==> config.mk <==
export PLATFORM = sky130hd
export DESIGN_NAME = binary_arithmetic_encoder_flat
export DESIGN_NICKNAME = d
export VERILOG_FILES = /design/src/design/bae_pkg.sv /design/src/design/bae_if.sv /design/src/design/bae_split.sv /design/src/design/bae_norm_step.sv /design/src/design/binary_arithmetic_encoder.sv /design/src/flat_wrapper.sv
export SDC_FILE = /design/constraint.sdc
export NUM_CORES = 1
export LEC_CHECK = 0
export BUFFER_PORTS_ARGS = -buffer_cell sky130_fd_sc_hd__buf_2
export CAP_MARGIN = 20
export CORE_MARGIN = 3
export CORE_UTILIZATION = 50
export CTS_CLUSTER_DIAMETER = 30
export DETAILED_ROUTE_END_ITERATION = 7
export PLACE_DENSITY = 0.66
export SLEW_MARGIN = 20
export SYNTH_ARGS = -nofsm -noshare
export SYNTH_HDL_FRONTEND = slang
export SYNTH_SLANG_ARGS = --single-unit
==> constraint.sdc <==
create_clock -name clk -period 8.64 [get_ports clk]
set_clock_uncertainty 0.05 [all_clocks]
set_input_delay 0.864 -clock clk [delete_from_list [all_inputs] [get_ports clk]]
set_output_delay 0.864 -clock clk [all_outputs]
set_load 0.01 [all_outputs]
==> src/design/bae_pkg.sv <==
`timescale 1ns / 1ps
`default_nettype none
// ----------------------------------------------------------------------------
// bae_pkg
// Shared constants and types of the binary arithmetic encoder.
// ----------------------------------------------------------------------------
package bae_pkg;

  // Default coder geometry
  localparam int CODE_BITS    = 32;
  localparam int PROB_BITS    = 12;
  localparam int PENDING_BITS = 16;

  // Fixed payload field widths
  localparam int PROB_FIELD_W  = 12;
  localparam int COUNT_FIELD_W = 16;

  // Action codes of an input item
  localparam logic ACT_ENCODE = 1'b0;
  localparam logic ACT_FLUSH  = 1'b1;

  // Decision of one renormalization step
  typedef struct packed {
    logic emit;  // range in lower or upper half: emit a group
    logic lead;  // lead bit of the emitted group
    logic pend;  // range in middle half: grow the pending count
  } norm_ctl_t;

endpackage : bae_pkg
`default_nettype wire

==> src/design/bae_if.sv <==
`timescale 1ns / 1ps
`default_nettype none
// ----------------------------------------------------------------------------
// bae_if
// Valid/ready channels of the encoder: input items and emitted groups.
// ----------------------------------------------------------------------------
interface bae_in_if;
  logic                              valid;
  logic                              ready;
  logic                              action;
  logic                              bit_value;
  logic [bae_pkg::PROB_FIELD_W-1:0]  prob_one;

  modport source (output valid, action, bit_value, prob_one, input ready);
  modport sink   (input valid, action, bit_value, prob_one, output ready);
endinterface : bae_in_if

interface bae_out_if;
  logic                              valid;
  logic                              ready;
  logic                              lead_bit;
  logic [bae_pkg::COUNT_FIELD_W-1:0] follow_count;
  logic                              overflow;
  logic                              last;

  modport source (output valid, lead_bit, follow_count, overflow, last, input ready);
  modport sink   (input valid, lead_bit, follow_count, overflow, last, output ready);
endinterface : bae_out_if
`default_nettype wire

==> src/design/bae_split.sv <==
`timescale 1ns / 1ps
`default_nettype none
// ----------------------------------------------------------------------------
// bae_split
// Registered multiplier: scaled range width times the probability.
// ----------------------------------------------------------------------------
module bae_split #(
  parameter int CODE_BITS = bae_pkg::CODE_BITS,
  parameter int PROB_BITS = bae_pkg::PROB_BITS
) (
  input  wire logic                             clk,
  input  wire logic                             start,
  input  wire logic [CODE_BITS-1:0]             low,
  input  wire logic [CODE_BITS-1:0]             high,
  input  wire logic [bae_pkg::PROB_FIELD_W-1:0] prob_one,
  output logic      [CODE_BITS-1:0]             prod
);

  // Only the low PROB_BITS bits of the probability take part
  localparam int PW = (PROB_BITS < bae_pkg::PROB_FIELD_W) ? PROB_BITS
                                                           : bae_pkg::PROB_FIELD_W;

  logic [CODE_BITS-1:0]    span;
  logic [CODE_BITS-1:0]    scaled;
  logic [CODE_BITS+PW-1:0] prod_full;

  // Width of the range, scaled down by the probability resolution
  assign span      = high - low;
  assign scaled    = span >> PROB_BITS;
  assign prod_full = (CODE_BITS+PW)'(scaled) * (CODE_BITS+PW)'(prob_one[PW-1:0]);

  // Capture the product on a transfer
  always_ff @(posedge clk) begin
    if (start) begin
      prod <= prod_full[CODE_BITS-1:0];
    end
  end

endmodule : bae_split
`default_nettype wire

==> src/design/bae_norm_step.sv <==
`timescale 1ns / 1ps
`default_nettype none
// ----------------------------------------------------------------------------
// bae_norm_step
// One renormalization step: half/quarter compare, shift and pending update.
// ----------------------------------------------------------------------------
module bae_norm_step #(
  parameter int CODE_BITS    = bae_pkg::CODE_BITS,
  parameter int PENDING_BITS = bae_pkg::PENDING_BITS
) (
  input  wire logic [CODE_BITS-1:0]    low,
  input  wire logic [CODE_BITS-1:0]    high,
  input  wire logic [PENDING_BITS-1:0] pending,
  input  wire logic                    ovf,
  output bae_pkg::norm_ctl_t           ctl,
  output logic      [CODE_BITS-1:0]    low_next,
  output logic      [CODE_BITS-1:0]    high_next,
  output logic      [PENDING_BITS-1:0] pending_next,
  output logic                         ovf_next
);

  localparam logic [CODE_BITS-1:0] QTR = {2'b01, {(CODE_BITS-2){1'b0}}};

  logic [CODE_BITS-1:0] low_sel;
  logic [CODE_BITS-1:0] high_sel;

  // Classify the range
  always_comb begin
    ctl = '0;
    priority if (!high[CODE_BITS-1]) begin
      ctl.emit = 1'b1;
      ctl.lead = 1'b0;
    end else if (low[CODE_BITS-1]) begin
      ctl.emit = 1'b1;
      ctl.lead = 1'b1;
    end else if (low[CODE_BITS-2] && !high[CODE_BITS-2]) begin
      ctl.pend = 1'b1;
    end else begin
      ctl.emit = 1'b0;
    end
  end

  // Fold the middle half outward, then shift in a 0 below and a 1 above
  always_comb begin
    low_sel  = ctl.pend ? (low ^ QTR) : low;
    high_sel = ctl.pend ? (high ^ QTR) : high;
    if (ctl.emit || ctl.pend) begin
      low_next  = {low_sel[CODE_BITS-2:0], 1'b0};
      high_next = {high_sel[CODE_BITS-2:0], 1'b1};
    end else begin
      low_next  = low;
      high_next = high;
    end
  end

  // Clear the count on emission, saturate it on underflow
  always_comb begin
    pending_next = pending;
    ovf_next     = ovf;
    if (ctl.emit) begin
      pending_next = '0;
    end else if (ctl.pend) begin
      if (&pending) begin
        ovf_next = 1'b1;
      end else begin
        pending_next = pending + PENDING_BITS'(1);
      end
    end
  end

endmodule : bae_norm_step
`default_nettype wire

==> src/design/binary_arithmetic_encoder.sv <==
`timescale 1ns / 1ps
`default_nettype none
// ----------------------------------------------------------------------------
// binary_arithmetic_encoder
// Binary arithmetic encoder with pending bits, one renormalization step per
// cycle while no emission waits for the output register.
// ----------------------------------------------------------------------------
// Usage:
//   enc_in carries one item per transfer: an encode item (bit_value and
//   prob_one) or a flush item that ends the stream. grp_out carries the
//   emitted groups: a lead bit followed by follow_count inverted bits, the
//   sticky overflow flag, and last on the final group of each item.
//   From its transfer to the next possible transfer an item passes these
//   steps: the transfer loads the multiplier, S_SPLIT sets the new bounds,
//   the shared step unit makes each renormalization step in S_NORM and then
//   finds the range settled, a flush emits its two closing groups in
//   S_FLUSH_A and S_FLUSH_B, and S_DONE releases the final group. enc_in
//   is ready only while the sequencer is idle.
//   One group is held back until the next one (or the end of the item) is
//   known, so last can be set; the held group then moves to the output
//   register. If the receiver stalls with the output register full, the
//   sequencer waits at the next emission that finds a group held, and in
//   S_DONE. An item that emits nothing gives no transfer on grp_out.
//   Reset sets the range to its full width, clears the pending count and
//   the overflow flag, and drops any group not yet transferred. A flush
//   restores the range and the pending count but keeps the overflow flag.
// ----------------------------------------------------------------------------
module binary_arithmetic_encoder #(
  parameter int CODE_BITS    = bae_pkg::CODE_BITS,
  parameter int PROB_BITS    = bae_pkg::PROB_BITS,
  parameter int PENDING_BITS = bae_pkg::PENDING_BITS
) (
  input wire logic  clk,
  input wire logic  rst,
  bae_in_if.sink    enc_in,
  bae_out_if.source grp_out
);

  localparam int FW = (PENDING_BITS < bae_pkg::COUNT_FIELD_W) ? PENDING_BITS
                                                               : bae_pkg::COUNT_FIELD_W;
  localparam logic [CODE_BITS-1:0] QTR = {2'b01, {(CODE_BITS-2){1'b0}}};

  // Sequencer states
  localparam logic [2:0] S_IDLE    = 3'd0;
  localparam logic [2:0] S_SPLIT   = 3'd1;
  localparam logic [2:0] S_NORM    = 3'd2;
  localparam logic [2:0] S_FLUSH_A = 3'd3;
  localparam logic [2:0] S_FLUSH_B = 3'd4;
  localparam logic [2:0] S_DONE    = 3'd5;

  logic [2:0]              state;
  logic [CODE_BITS-1:0]    low;
  logic [CODE_BITS-1:0]    high;
  logic [PENDING_BITS-1:0] pending;
  logic                    ovf;
  logic                    act;
  logic                    bit_r;

  // Held group, waiting to learn whether it is the last one
  logic                    hold_valid;
  logic                    hold_lead;
  logic [FW-1:0]           hold_cnt;
  logic                    hold_ovf;

  // Output register
  logic                    out_valid;
  logic                    out_lead;
  logic [FW-1:0]           out_cnt;
  logic                    out_ovf;
  logic                    out_last;

  logic                    accept;
  logic                    slot_free;
  logic                    emit_ok;
  logic [CODE_BITS-1:0]    prod;
  logic [CODE_BITS-1:0]    mid;
  logic [CODE_BITS-1:0]    mid_p1;
  logic                    keep_low_part;

  bae_pkg::norm_ctl_t      ctl;
  logic [CODE_BITS-1:0]    low_step;
  logic [CODE_BITS-1:0]    high_step;
  logic [PENDING_BITS-1:0] pending_step;
  logic                    ovf_step;

  // Handshake
  assign enc_in.ready = (state == S_IDLE);
  assign accept       = enc_in.valid && enc_in.ready;
  assign slot_free    = !out_valid || grp_out.ready;
  assign emit_ok      = !hold_valid || slot_free;

  assign grp_out.valid        = out_valid;
  assign grp_out.lead_bit     = out_lead;
  assign grp_out.follow_count = bae_pkg::COUNT_FIELD_W'(out_cnt);
  assign grp_out.overflow     = out_ovf;
  assign grp_out.last         = out_last;

  // Range split
  bae_split #(
    .CODE_BITS (CODE_BITS),
    .PROB_BITS (PROB_BITS)
  ) u_split (
    .clk      (clk),
    .start    (accept),
    .low      (low),
    .high     (high),
    .prob_one (enc_in.prob_one),
    .prod     (prod)
  );

  assign mid    = low + prod;
  assign mid_p1 = low + prod + CODE_BITS'(1);
  assign keep_low_part = (act == bae_pkg::ACT_FLUSH) ? !mid[CODE_BITS-1] : bit_r;

  // Shared renormalization step
  bae_norm_step #(
    .CODE_BITS    (CODE_BITS),
    .PENDING_BITS (PENDING_BITS)
  ) u_step (
    .low          (low),
    .high         (high),
    .pending      (pending),
    .ovf          (ovf),
    .ctl          (ctl),
    .low_next     (low_step),
    .high_next    (high_step),
    .pending_next (pending_step),
    .ovf_next     (ovf_step)
  );

  // Capture the item payload
  always_ff @(posedge clk) begin
    if (accept) begin
      act   <= enc_in.action;
      bit_r <= enc_in.bit_value;
    end
  end

  // Sequencer, coder state and group hand-off
  always_ff @(posedge clk) begin
    if (rst) begin
      state      <= S_IDLE;
      low        <= '0;
      high       <= '1;
      pending    <= '0;
      ovf        <= 1'b0;
      hold_valid <= 1'b0;
      out_valid  <= 1'b0;
    end else begin
      // Drop the output once transferred
      if (grp_out.ready) begin
        out_valid <= 1'b0;
      end
      unique case (state)
        S_IDLE: begin
          if (accept) begin
            state <= S_SPLIT;
          end
        end
        S_SPLIT: begin
          if (keep_low_part) begin
            high <= mid;
          end else begin
            low <= mid_p1;
          end
          state <= S_NORM;
        end
        S_NORM: begin
          if (ctl.emit) begin
            if (emit_ok) begin
              if (hold_valid) begin
                out_valid <= 1'b1;
                out_lead  <= hold_lead;
                out_cnt   <= hold_cnt;
                out_ovf   <= hold_ovf;
                out_last  <= 1'b0;
              end
              hold_valid <= 1'b1;
              hold_lead  <= ctl.lead;
              hold_cnt   <= pending[FW-1:0];
              hold_ovf   <= ovf;
              low        <= low_step;
              high       <= high_step;
              pending    <= pending_step;
              ovf        <= ovf_step;
            end
          end else if (ctl.pend) begin
            low     <= low_step;
            high    <= high_step;
            pending <= pending_step;
            ovf     <= ovf_step;
          end else begin
            state <= (act == bae_pkg::ACT_FLUSH) ? S_FLUSH_A : S_DONE;
          end
        end
        S_FLUSH_A, S_FLUSH_B: begin
          if (emit_ok) begin
            if (hold_valid) begin
              out_valid <= 1'b1;
              out_lead  <= hold_lead;
              out_cnt   <= hold_cnt;
              out_ovf   <= hold_ovf;
              out_last  <= 1'b0;
            end
            hold_valid <= 1'b1;
            hold_lead  <= (state == S_FLUSH_B) || (low > QTR);
            hold_cnt   <= pending[FW-1:0];
            hold_ovf   <= ovf;
            pending    <= '0;
            if (state == S_FLUSH_B) begin
              low   <= '0;
              high  <= '1;
              state <= S_DONE;
            end else begin
              state <= S_FLUSH_B;
            end
          end
        end
        S_DONE: begin
          // Release the final group of the item
          if (!hold_valid) begin
            state <= S_IDLE;
          end else if (slot_free) begin
            out_valid  <= 1'b1;
            out_lead   <= hold_lead;
            out_cnt    <= hold_cnt;
            out_ovf    <= hold_ovf;
            out_last   <= 1'b1;
            hold_valid <= 1'b0;
            state      <= S_IDLE;
          end
        end
        default: begin
          state <= S_IDLE;
        end
      endcase
    end
  end

endmodule : binary_arithmetic_encoder
`default_nettype wire

==> src/flat_wrapper.sv <==
// flat-port wrapper written by rule: the top's interface ports become plain ports
module binary_arithmetic_encoder_flat 
#(
  parameter int CODE_BITS    = bae_pkg::CODE_BITS,
  parameter int PROB_BITS    = bae_pkg::PROB_BITS,
  parameter int PENDING_BITS = bae_pkg::PENDING_BITS
)
  (clk, rst, enc_in_valid, enc_in_action, enc_in_bit_value, enc_in_prob_one, enc_in_ready, grp_out_valid, grp_out_lead_bit, grp_out_follow_count, grp_out_overflow, grp_out_last, grp_out_ready);
  bae_in_if enc_in_i ();
  bae_out_if grp_out_i ();
  input wire logic clk;
  input wire logic rst;
  input wire logic [$bits(enc_in_i.valid)-1:0] enc_in_valid;
  input wire logic [$bits(enc_in_i.action)-1:0] enc_in_action;
  input wire logic [$bits(enc_in_i.bit_value)-1:0] enc_in_bit_value;
  input wire logic [$bits(enc_in_i.prob_one)-1:0] enc_in_prob_one;
  output wire logic [$bits(enc_in_i.ready)-1:0] enc_in_ready;
  output wire logic [$bits(grp_out_i.valid)-1:0] grp_out_valid;
  output wire logic [$bits(grp_out_i.lead_bit)-1:0] grp_out_lead_bit;
  output wire logic [$bits(grp_out_i.follow_count)-1:0] grp_out_follow_count;
  output wire logic [$bits(grp_out_i.overflow)-1:0] grp_out_overflow;
  output wire logic [$bits(grp_out_i.last)-1:0] grp_out_last;
  input wire logic [$bits(grp_out_i.ready)-1:0] grp_out_ready;
  assign enc_in_i.valid = enc_in_valid;
  assign enc_in_i.action = enc_in_action;
  assign enc_in_i.bit_value = enc_in_bit_value;
  assign enc_in_i.prob_one = enc_in_prob_one;
  assign enc_in_ready = enc_in_i.ready;
  assign grp_out_valid = grp_out_i.valid;
  assign grp_out_lead_bit = grp_out_i.lead_bit;
  assign grp_out_follow_count = grp_out_i.follow_count;
  assign grp_out_overflow = grp_out_i.overflow;
  assign grp_out_last = grp_out_i.last;
  assign grp_out_i.ready = grp_out_ready;
  binary_arithmetic_encoder #(.CODE_BITS(CODE_BITS), .PROB_BITS(PROB_BITS), .PENDING_BITS(PENDING_BITS)) u_core (.clk(clk), .rst(rst), .enc_in(enc_in_i), .grp_out(grp_out_i));
endmodule
Word-level counts from Yosys, hierarchy flattened
Cells that the tools add are included.
Storage, ports and cells
  register bits: 157
  bits of input ports: 18
  output and inout port bits: 21
  logic and storage cells: 163
Cells by class
  $add $sub $neg: 4
  multipliers: 1
  order comparisons: 1
  equality and inequality tests: 20
  muxes and demuxes: 91
  bitwise gates (word level): 3
  reductions and logical operators: 26
Operators by type and width (number)
  $mux 32: 14
  $mux 16: 13
  $pmux 32 s3: 2
  $pmux 16 s2: 2
  $mux 31: 2
  $pmux 16 s3: 1
  $mux 1: 41
  $add 32x1->32 const B: 1
  $add 32x32->32: 1
  $gt 32x31->1 const B: 1
  $mul 20x12->32: 1
  $sub 32x32->32: 1
  $mux 3: 7
  $add 16x1->16 const B: 1
  $reduce_and 16->1: 1
  $pmux 1 s3: 5
  $pmux 3 s5: 1
  $reduce_and 5->1: 3
  $ne 2x1->1 const B: 7
  $reduce_and 6->1: 2
  $ne 2x2->1 const B: 5
  $eq 3x2->1 const B: 2
  $eq 3x3->1 const B: 2
  $ne 3x3->1 const B: 2
  other kinds (15): 28

Depth between registers and ports, before layout
Gate-level depths: netlist of run 1.
  depth in word-level cells: 10
  mapped depth: 36
  mapped depth without buffers: 35

Cells and area by module
Synthesis of run 1 repeated with hierarchy kept, for this count alone.
Second synthesis, totals
  cell total of the unflattened synthesis: 2249
  area, all modules: 19312.3 µm²
Modules (own cells, without submodules)
  bae_split: times used 1, cells an instance 1166, area each 10128.5 µm², seq. area each 960.9 µm²
  binary_arithmetic_encoder: times used 1, cells an instance 921, area each 7847.5 µm², seq. area each 2892.8 µm²
  bae_norm_step: times used 1, cells an instance 162, area each 1336.3 µm², seq. area each 0.0 µm²

Worst setup path after synthesis of run 1
No wires, ideal clock.
  path type: reg2reg
  from: register u_core.low[2]
  to: register u_core.u_split.prod[30] (data pin)
  arrival time: 7.222 ns
  data required time: 8.332 ns
  slack: 1.110 ns
  cell stages (with the launch flop): 33
  buffers on the path: 1
  clock period less this slack: 7.530 ns
  path through: dfxtp_1 -> inv_1 -> ha_1 -> a21oi_1 -> o21ai_0 -> a211oi_1 -> o21ai_0 -> a21o_1 -> a21o_1 -> a21oi_1 -> o21bai_1 -> a21oi_1 -> xnor2_1 -> clkbuf_1 -> nand2_1 -> fa_1 -> inv_1 -> fa_1 -> fa_1 -> fa_1 -> inv_1 -> fa_1 -> inv_1 -> ha_1 -> o21ai_0 -> a21oi_1 -> o31ai_2 -> nor3_1 -> o41a_1 -> a2111oi_2 -> nor3_1 -> a211oi_2 -> xnor2_1
Between the ends
  longest elaborated chain between the ends: 2
RTL lines
  start, declared: RTL line binary_arithmetic_encoder.sv:52  | logic [CODE_BITS-1:0] low;
  start signal, assigned: RTL line binary_arithmetic_encoder.sv:164  | low <= mid_p1;
  start signal, assigned: RTL line binary_arithmetic_encoder.sv:182  | low <= low_step;
  start signal, assigned: RTL line binary_arithmetic_encoder.sv:188  | low <= low_step;
  $sub 32x32->32: RTL line bae_split.sv:28  | assign span = high - low;
  $mul 20x12->32: RTL line bae_split.sv:30  | assign prod_full = (CODE_BITS+PW)'(scaled) * (CODE_BITS+PW)'(prob_one[PW-1:0]);
  net u_core.u_split.prod_full[30]: RTL line bae_split.sv:25  | logic [CODE_BITS+PW-1:0] prod_full;
  end signal, assigned: RTL line bae_split.sv:35  | prod <= prod_full[CODE_BITS-1:0];
  end, declared: RTL line bae_split.sv:16  | output logic [CODE_BITS-1:0] prod
The timed path passes the listed nets, and every way through them passes these cells.
A chain may end at the register's enable or synchronous reset.

Worst setup path after layout of run 1
  from: register u_core.low[9]
  to: register u_core.u_split.prod[30] (data pin)
The elaborated chain is that of the path after synthesis.

==> summary.txt, run 1 <==
Clocking
  • CTS H-tree depth: 4
  • Post_cts resized: 0
  • Clk slew on worst S/H paths: 70 ps
  • CTS tree: yes
  • Root Driver: clkbuf_16
  • Worst-case clock buffer depth: 2
  • Clock Latency Late Sink: 440 ps
  • CTS Buf Count: 17
  • Post-cts hold buffer count: 0
  • Clk sinks: 157
  • Postcts setup bufs: 0

Placement
  • Cell count after placement: between 2k and 2.5k
  • # port buffers: 38
  • Final GP Congestion: 0.9213
  • Dpl hpwl: 32,540 um
  • Cell Area, Placed: 18,020 um2

Synth
  • Main synth FF type: dfxtp_1
  • Synth Area in Compound Gates: 0.1598
  • Seq/Total Area, Yosys: 0.2207
  • Library cells used by synthesis: 94
  • Mapped Cells: about 2k
  • Adder and majority gate portion of the synthesized area: 0.3050
  • Synthesized flop and latch total: 157
  • Number of synthesized flops with an enable pin: 71
  • Syn nets: 2,315
  • Fraction of synthesized cell area in xor and xnor cells: 0.04665
  • Mux contribution to synthesized area: 0.002866
  • Synth Area per Inst: 8.818 um2
  • Post-Syn Area: between 15,000 and 20,000 um2
  • Synth Area in Simple Gates: 0.1837
  • Warnings, synthesis: 0
  • Fraction of registers with async set/reset: 0
  • Largest family of logic cells by synthesized area: adder cells

Critical path
  • Critical path's slowest cell: fa_1
  • CP delay by family, top: adder cells
  • Worst Path Arrival: 8270 ps
  • Worst-path fanout max: 12
  • Reg2reg start: u_core.low[9]
  • Reg2Reg Depth: 28
  • FF-to-FF setup slack: 510 ps
  • CP Class: reg -> reg
  • Critical path buffers and inverters: 5
  • CP Capture Type: flip-flop
  • CP required: 8780 ps
  • Crit path top cell by count: fa_1
  • CP max stage delay: about 540 ps
  • Crit path from: u_core.low[9]
  • Worst setup SP type: flip-flop
  • R2r endpoint: u_core.u_split.prod[30]

Die
  • Initial Util: 0.5143
  • Die ar.: 37,200 um2
  • FP Rows: 67
  • Die Ht: ~190 um
  • Die Span X: 192.9 um
  • I/O pins: 39
  • Core ar.: 33,950 um2

Cells and area
  • Design area: 18,680 um2
  • Fillers: roughly 3.1k
  • Final net count: approximately 2.3k
  • Area occupied by multi-input gates: 12,270 um2
  • Register area: 3854 um2
  • Area delta synth->final: 6.994%
  • Post-Layout Cell Count: 2,429
  • ANT cells: 0
  • Fraction of layout cells with a size suffix above 1: 0.07925
  • Util after Layout: 0.5502

Detailed routing
  • Via/cell ratio: around 5.8
  • Routed via count: around 14k
  • WL/cell: 17.61 um
  • Drt drc: 0
  • TritonRoute pass-1 iters: 5
  • Detail Route Antenna Nets: 0
  • WL final: approximately 43,000 um
  • Iter 0 DRT Violations: 886

Timing
  • Final hold violation count: 0
  • Period utilization: 0.9412
  • FMAX: 123.0 MHz
  • Worst-Margin Slew: approximately 960 ps
  • Setup violations, final: 0
  • Min Hold Slack: 369.5 ps
  • Slew headroom: 0.3564
  • Max Transition Viols Final: 0
  • Min Tclk post-route: 8132 ps

Run
  • Max cap viols: 0

Global route
  • Number of global-route vias before repair: 14.15k
  • Grt ovf: 0
  • Antenna violations before repair: 0
  • First-pass GRT wire length: 71,110 um
  • Largest net degree at the start of global routing: 64
  • Total global-route track usage: 0.2385

Hold path
  • Min-delay src: u_core.hold_cnt[14]
  • Hold path endpoint: u_core.grp_out.follow_count[14]
  • Type of the most critical hold path: reg -> reg
  • Hold path cells: 0

Outcome
  • Status: finished clean
[logic make-up after synthesis]
logic type | after synthesis
compound gates | 398
flops | 157
mux | 5
xor+xnor | 93
fa+ha+maj | 317
buf+inv | 356
simple gates | 654
[state kept, by name, indices dropped and copies added, names as in the netlist]
| signal | flops |
|---|---|
| u_core.ovf | 1 |
| u_core.bit_r | 1 |
| u_core.grp_out.last | 1 |
| u_core.grp_out.overflow | 1 |
| u_core.hold_valid | 1 |
| u_core.high | 32 |
| u_core.u_split.prod | 32 |
| u_core.low | 32 |
| u_core.act | 1 |
| u_core.grp_out.follow_count | 16 |
| u_core.hold_cnt | 16 |
| u_core.hold_ovf | 1 |
| u_core.state | 3 |
| u_core.grp_out.lead_bit | 1 |
| u_core.pending | 16 |
| u_core.hold_lead | 1 |
| u_core.grp_out.valid | 1 |
[cell usage in the layout, fill, tap and decap left out, types with 33 or more instances in the layout]
master    instances
xnor2_1          66
edfxtp_1         71
buf_2            37
inv_1           254
ha_1            136
buf_4            33
o211ai_1         38
and2_1           84
a21oi_1          83
o21ai_0          57
fa_1            181
nor2_1          114
nand2_1         258
dfxtp_1          86
[through the flow]
| step | setup WS (ps) | setup TNS [ps] |
|---|---|---|
| detailed placement | 380.6 | 0 |
| global placement | 500.8 | 0 |
| global route | -10.06 | -10.06 |
| floorplan | 1110 | 0 |
| CTS | 314.0 | 0 |
| finish | 507.9 | 0 |
[synthesized netlist by cell type, drive strengths merged, types with 32 or more instances]
cell type    n  area [um2]
and2        86       541.8
fa         181        3623
inv        254       953.4
nor2       117       446.7
o211ai      38       285.3
ha         136        1702
edfxtp      71        2132
dfxtp       86        1722
nand2      259       972.2
a21oi       88       462.9
nor3        32       165.2
xnor2       68       595.6
o21ai       70       376.6
a211oi      37       307.8
clkbuf      76       305.3
[final cells by class]
cell class / instances / share of cell area
clock buffer: 18 / 0.02297
clock inverter: 14 / 0.009577
inverter: 255 / 0.05124
multi-input combinational: 1467 / 0.6568
sequential: 157 / 0.2063
tap: 448 / 0.03000
timing repair buffer: 70 / 0.02317
[worst max-delay path by stage]
stage / slack, ps / endpoint / cells past startpoint
floorplan: 1110 / u_core.u_split.prod[30] / 32
global placement: 500 / u_core.u_split.prod[31] / 34
detailed placement: 380 / u_core.u_split.prod[31] / 34
CTS: 310 / u_core.u_split.prod[30] / 32
global route: -10 / u_core.u_split.prod[30] / 31
finish: 510 / u_core.u_split.prod[30] / 28
[per-layer routing]
layer / vias to the layer above / track usage / part of all wire
li1: 6687 / - / -
met1: 6804 / 0.3180 / 0.45
met2: 412 / 0.4041 / 0.47
met3: 85 / 0.03052 / 0.058
met4: 0 / 0.07621 / 0.024
met5: - / 0 / 0
Power of run 1 is left out: the tool's default activity adds up to more than one toggle a clock period on the data nets, which glitch-free logic cannot reach.
==> run 2: changes to the inputs <==
- CELL_PAD_IN_SITES_DETAIL_PLACEMENT: default -> 0
- CELL_PAD_IN_SITES_GLOBAL_PLACEMENT: default -> 1
- PLACE_DENSITY: 0.66 -> default
- PLACE_DENSITY_LB_ADDON: default -> 0.1
==> summary.txt, run 2 (synthesis gave the netlist of run 1 again) <==
Detailed routing
  • WL final: 44,790 um (+4.7%)
  • Via/cell ratio: 5.705 (-0.93%)
  • Iter 0 DRT Violations: 782 (-12%)
  • WL/cell: 18.32 um (+4.0%)
  • Detail Route Antenna Nets: 0 (unchanged)
  • Routed via count: 13.95k (-0.28%)
  • TritonRoute pass-1 iters: 5 (unchanged)
  • Drt drc: 0 (unchanged)

Global route
  • Total global-route track usage: 0.2494 (+0.01094)
  • First-pass GRT wire length: 74,000 um (+4.1%)
  • Largest net degree at the start of global routing: 64 (unchanged)
  • Grt ovf: 0 (unchanged)
  • Antenna violations before repair: 0 (unchanged)
  • Number of global-route vias before repair: 14.10k (-0.37%)

Cells and area
  • Post-Layout Cell Count: 2,445 (+0.66%)
  • Final net count: 2,319 (+0.69%)
  • Fillers: 3,154 (+3.0%)
  • Fraction of layout cells with a size suffix above 1: 0.08813 (+0.008879)
  • Area delta synth->final: 7.825%
  • Largest regs: u_core.high (32), u_core.low (32), u_core.u_split.prod (32)
  • Commonest non-fill, non-tap cell in the layout: nand2_1
  • ANT cells: 0 (unchanged)
  • Most frequent cells in the layout: nand2_1, inv_1, fa_1, ha_1, nor2_1

Critical path
  • Critical path's slowest cell: fa_1
  • CP Class: reg -> reg
  • CP Capture Type: flip-flop
  • Crit path top cell by count: fa_1
  • Worst-path fanout max: 12 (unchanged)
  • Reg2Reg Depth: 31 (+11%)
  • CP required: 8780 ps (about the same)
  • CP max stage delay: 610 ps (+70 ps)
  • Worst setup SP type: flip-flop
  • Worst Path Arrival: 8330 ps (+60 ps)

Clocking
  • CTS Buf Count: 17 (unchanged)
  • Post-cts hold buffer count: 0 (unchanged)
  • Clk slew on worst S/H paths: 70 ps (about the same)
  • CTS H-tree depth: 4 (unchanged)
  • CTS tree: yes
  • Clock Latency Late Sink: 440 ps (about the same)
  • Worst-case clock buffer depth: 2 (unchanged)
  • Clk sinks: 157 (unchanged)
  • Root Driver: clkbuf_16

Placement
  • # port buffers: 38 (unchanged)
  • Final GP Congestion: 0.9030 (-2.0%)
  • Dpl hpwl: 34,140 um (+4.9%)
  • Cell count after placement: 2,411 (+0.58%)

Timing
  • Period utilization: 0.9479 (+0.006715)
  • Worst-Margin Slew: 783.5 ps (-177.8 ps)
  • Max Transition Viols Final: 0 (unchanged)
  • Slew headroom: 0.4777 (+0.1213)
  • Setup violations, final: 0 (unchanged)
  • FMAX: 122.1 MHz (-0.71%)
  • Final hold violation count: 0 (unchanged)
  • Min Tclk post-route: 8190 ps (+58.02 ps)

Run
  • Max cap viols: 0 (unchanged)

Hold path
  • Type of the most critical hold path: reg -> reg
  • Hold path cells: 0 (unchanged)

Outcome
  • Status: finished clean

Die
  • FP Rows: 67 (unchanged)
  • Die Span X: 192.9 um (unchanged)
  • Core ar.: 33,950 um2 (unchanged)
  • Die ar.: 37,200 um2 (unchanged)
  • Die Ht: 192.9 um (unchanged)
  • I/O pins: 39 (unchanged)
  • Initial Util: 0.5143 (unchanged)
run 2: final timing paths:
kind | slack [ps] | from | endpoint
hold / removal | 370 | u_core.hold_cnt[15] | u_core.grp_out.follow_count[15]
setup reg to reg | 450 | u_core.low[9] | u_core.u_split.prod[30]
setup / recovery | 450 | u_core.low[9] | u_core.u_split.prod[30]
hold reg to reg | 370 | u_core.hold_cnt[15] | u_core.grp_out.follow_count[15]
run 2: what timing repair did:
item / in CTS / in global routing
gates resized for setup: 0 / 11
buffers inserted: 0 / 2
setup endpoints to repair: 0 / 7
run 2: worst max-delay path, delay by kind of cell (launching register included):
| kind | cells | cell delay (ps) |
|---|---|---|
| compound gates | 10 | 2650 |
| buf+inv | 6 | 610 |
| simple gates | 6 | 880 |
| xor+xnor | 2 | 220 |
| fa+ha+maj | 7 | 3160 |
| flops | 1 | 410 |
run 2: metal layers:
layer / wire length (um) / global-route usage / vias to the layer above
li1: - / - / 6719
met1: 20720 / 0.3441 / 6821
met2: 21330 / 0.4235 / 351
met3: 1941 / 0.02434 / 58
met4: 803 / 0.06164 / 0
met5: 0 / 0 / -
run 2: final cells by class:
type                    instances  area (um2)  share of cell area
well taps                     448       560.5             0.02977
clock buffers                  18       429.2             0.02280
inverters                     255       957.2             0.05084
repair buffers                 86       575.6             0.03057
flip-flops and latches        157        3855              0.2048
multi-input cells            1467       12280              0.6521
clock inverters                14       172.7            0.009171
run 2: metrics by stage:
step | setup WS, ps | hold WS, ps | setup TNS (ps) | area (um2) | utilization
2_1_floorplan | 1110 | 350.3 | 0 | 17460 | -
3_5_place_dp | 300.2 | 354.5 | 0 | 18160 | 0.5348
3_3_place_gp | 398.6 | 351.0 | 0 | 18150 | 0.5346
4_1_cts | 275.9 | 370.0 | 0 | 18760 | 0.5525
6_report | 449.9 | 368.7 | 0 | 18830 | 0.5545
5_1_grt | -1.229 | 380.7 | -1.229 | 18830 | 0.5545
Power of run 2 is left out for the same reason.
==> run 3: changes to the inputs <==
==> constraint.sdc (replaced) <==
create_clock -name clk -period 8.64 [get_ports clk]
set_clock_uncertainty 0.05 [all_clocks]
set_input_delay 0 -clock clk [delete_from_list [all_inputs] [get_ports clk]]
set_output_delay 0 -clock clk [all_outputs]
set_load 0.01 [all_outputs]
==> summary.txt, run 3 (synthesis gave the netlist of run 1 again) <==
Outcome
  • Status: finished clean

Global route
  • First-pass GRT wire length: 74,050 um (about the same)
  • Grt ovf: 0 (unchanged)
  • Largest net degree at the start of global routing: 64 (unchanged)
  • Antenna violations before repair: 0 (unchanged)
  • Number of global-route vias before repair: 14.13k (+0.17%)
  • Total global-route track usage: 0.2496 (about the same)

Clocking
  • CTS H-tree depth: 4 (unchanged)
  • CTS tree: yes
  • Root Driver: clkbuf_16
  • Worst-case clock buffer depth: 2 (unchanged)
  • Clock Latency Late Sink: 440 ps (about the same)
  • Clk sinks: 157 (unchanged)
  • Clk slew on worst S/H paths: 70 ps (about the same)
  • CTS Buf Count: 17 (unchanged)

Timing
  • Setup TNS: 0 ps (unchanged)
  • Period utilization: 0.9467 (-0.001255)
  • Worst-Margin Slew: 800.5 ps (+17.06 ps)
  • Min Hold Slack: 133.5 ps (-235.2 ps)
  • FMAX: 122.3 MHz (+0.13%)
  • Final hold violation count: 0 (unchanged)
  • Max Transition Viols Final: 0 (unchanged)
  • Min Tclk post-route: 8179 ps (-10.84 ps)
  • Setup violations, final: 0 (unchanged)
  • Slew headroom: 0.4663 (-0.01137)

Cells and area
  • Final net count: 2,322 (+0.13%)
  • ANT cells: 0 (unchanged)
  • Fraction of layout cells with a size suffix above 1: 0.08800 (-0.0001322)
  • Fillers: 3,151 (-0.095%)
  • Most frequent cells in the layout: nand2_1, inv_1, fa_1, ha_1, nor2_1
  • Commonest non-fill, non-tap cell in the layout: nand2_1
  • Largest regs: u_core.high (32), u_core.low (32), u_core.u_split.prod (32)
  • Area delta synth->final: 7.997%
  • Post-Layout Cell Count: 2,448 (+0.12%)

Detailed routing
  • Iter 0 DRT Violations: 743 (-5.0%)
  • Via/cell ratio: 5.701 (about the same)
  • Routed via count: 13.96k (+0.057%)
  • TritonRoute pass-1 iters: 5 (unchanged)
  • Detail Route Antenna Nets: 0 (unchanged)
  • Drt drc: 0 (unchanged)
  • WL final: 44,730 um (-0.13%)
  • WL/cell: 18.27 um (-0.26%)

Critical path
  • Reg2reg start: u_core.low[9]
  • Critical path's slowest cell: fa_1
  • Worst Path Arrival: 8320 ps (about the same)
  • CP max stage delay: 620 ps (about the same)
  • CP Capture Type: flip-flop
  • Crit path top cell by count: fa_1
  • CP required: 8780 ps (about the same)
  • Worst setup SP type: flip-flop
  • Worst-path fanout max: 12 (unchanged)
  • Crit path from: u_core.low[9]
  • CP Class: reg -> reg

Die
  • Die ar.: 37,200 um2 (unchanged)
  • Die Span X: 192.9 um (unchanged)
  • Die Ht: 192.9 um (unchanged)
  • Core ar.: 33,950 um2 (unchanged)
  • FP Rows: 67 (unchanged)
  • Initial Util: 0.5143 (unchanged)
  • I/O pins: 39 (unchanged)

Placement
  • Dpl hpwl: 34,140 um (unchanged)
  • Final GP Congestion: 0.9030 (unchanged)
  • Cell count after placement: 2,411 (unchanged)
  • # port buffers: 38 (unchanged)

Run
  • Max cap viols: 0 (unchanged)

Hold path
  • Min-delay src: rst
  • Type of the most critical hold path: in -> reg
[run 3: metrics by stage]
step                      setup slack, ps  utilization  area [um2]
after detailed placement            300.2       0.5348       18160
after CTS                           275.9       0.5534       18790
after global routing               -1.229       0.5554       18860
after floorplan                      1110            -       17460
final                               460.8       0.5554       18860
after global placement              398.6       0.5346       18150
[run 3: layer usage]
metal  track usage  wire [um]  up-vias
met2        0.4240      21340      334
met3       0.02434       1838       57
li1              -          -     6725
met4       0.06164        779        0
met5             0          0        -
met1        0.3441      20770     6841
[run 3: final cells by class]
type,instances,area (um2),share of cell area
Tap cell,448,560.5,0.02973
Clock buffer,18,429.2,0.02276
Inverter,255,957.2,0.05076
Clock inverter,14,172.7,0.009157
Timing Repair Buffer,89,605.6,0.03211
Sequential cell,157,3855,0.2044
Multi-Input combinational cell,1467,12280,0.6511
[run 3: what timing repair did]
item	CTS	global route
hold endpoints to repair	4	0
resized for setup	0	11
buffers inserted	0	2
hold buffers	3	0
endpoints found under the setup margin	0	7
[run 3: critical path: cells and delay by family (launching register included)]
kind | cells | cell delay, ps
simple gates | 6 | 890
buf+inv | 6 | 610
xor+xnor | 2 | 220
fa+ha+maj | 7 | 3170
flops | 1 | 410
compound gates | 10 | 2630
[run 3: final timing paths]
kind | endpoint | slack (ps) | cells past startpoint
max reg2reg | u_core.u_split.prod[30] | 460 | 31
max | u_core.u_split.prod[30] | 460 | 31
min | u_core.ovf | 130 | 3
min reg2reg | u_core.grp_out.follow_count[15] | 370 | 0
Power of run 3 is left out for the same reason.
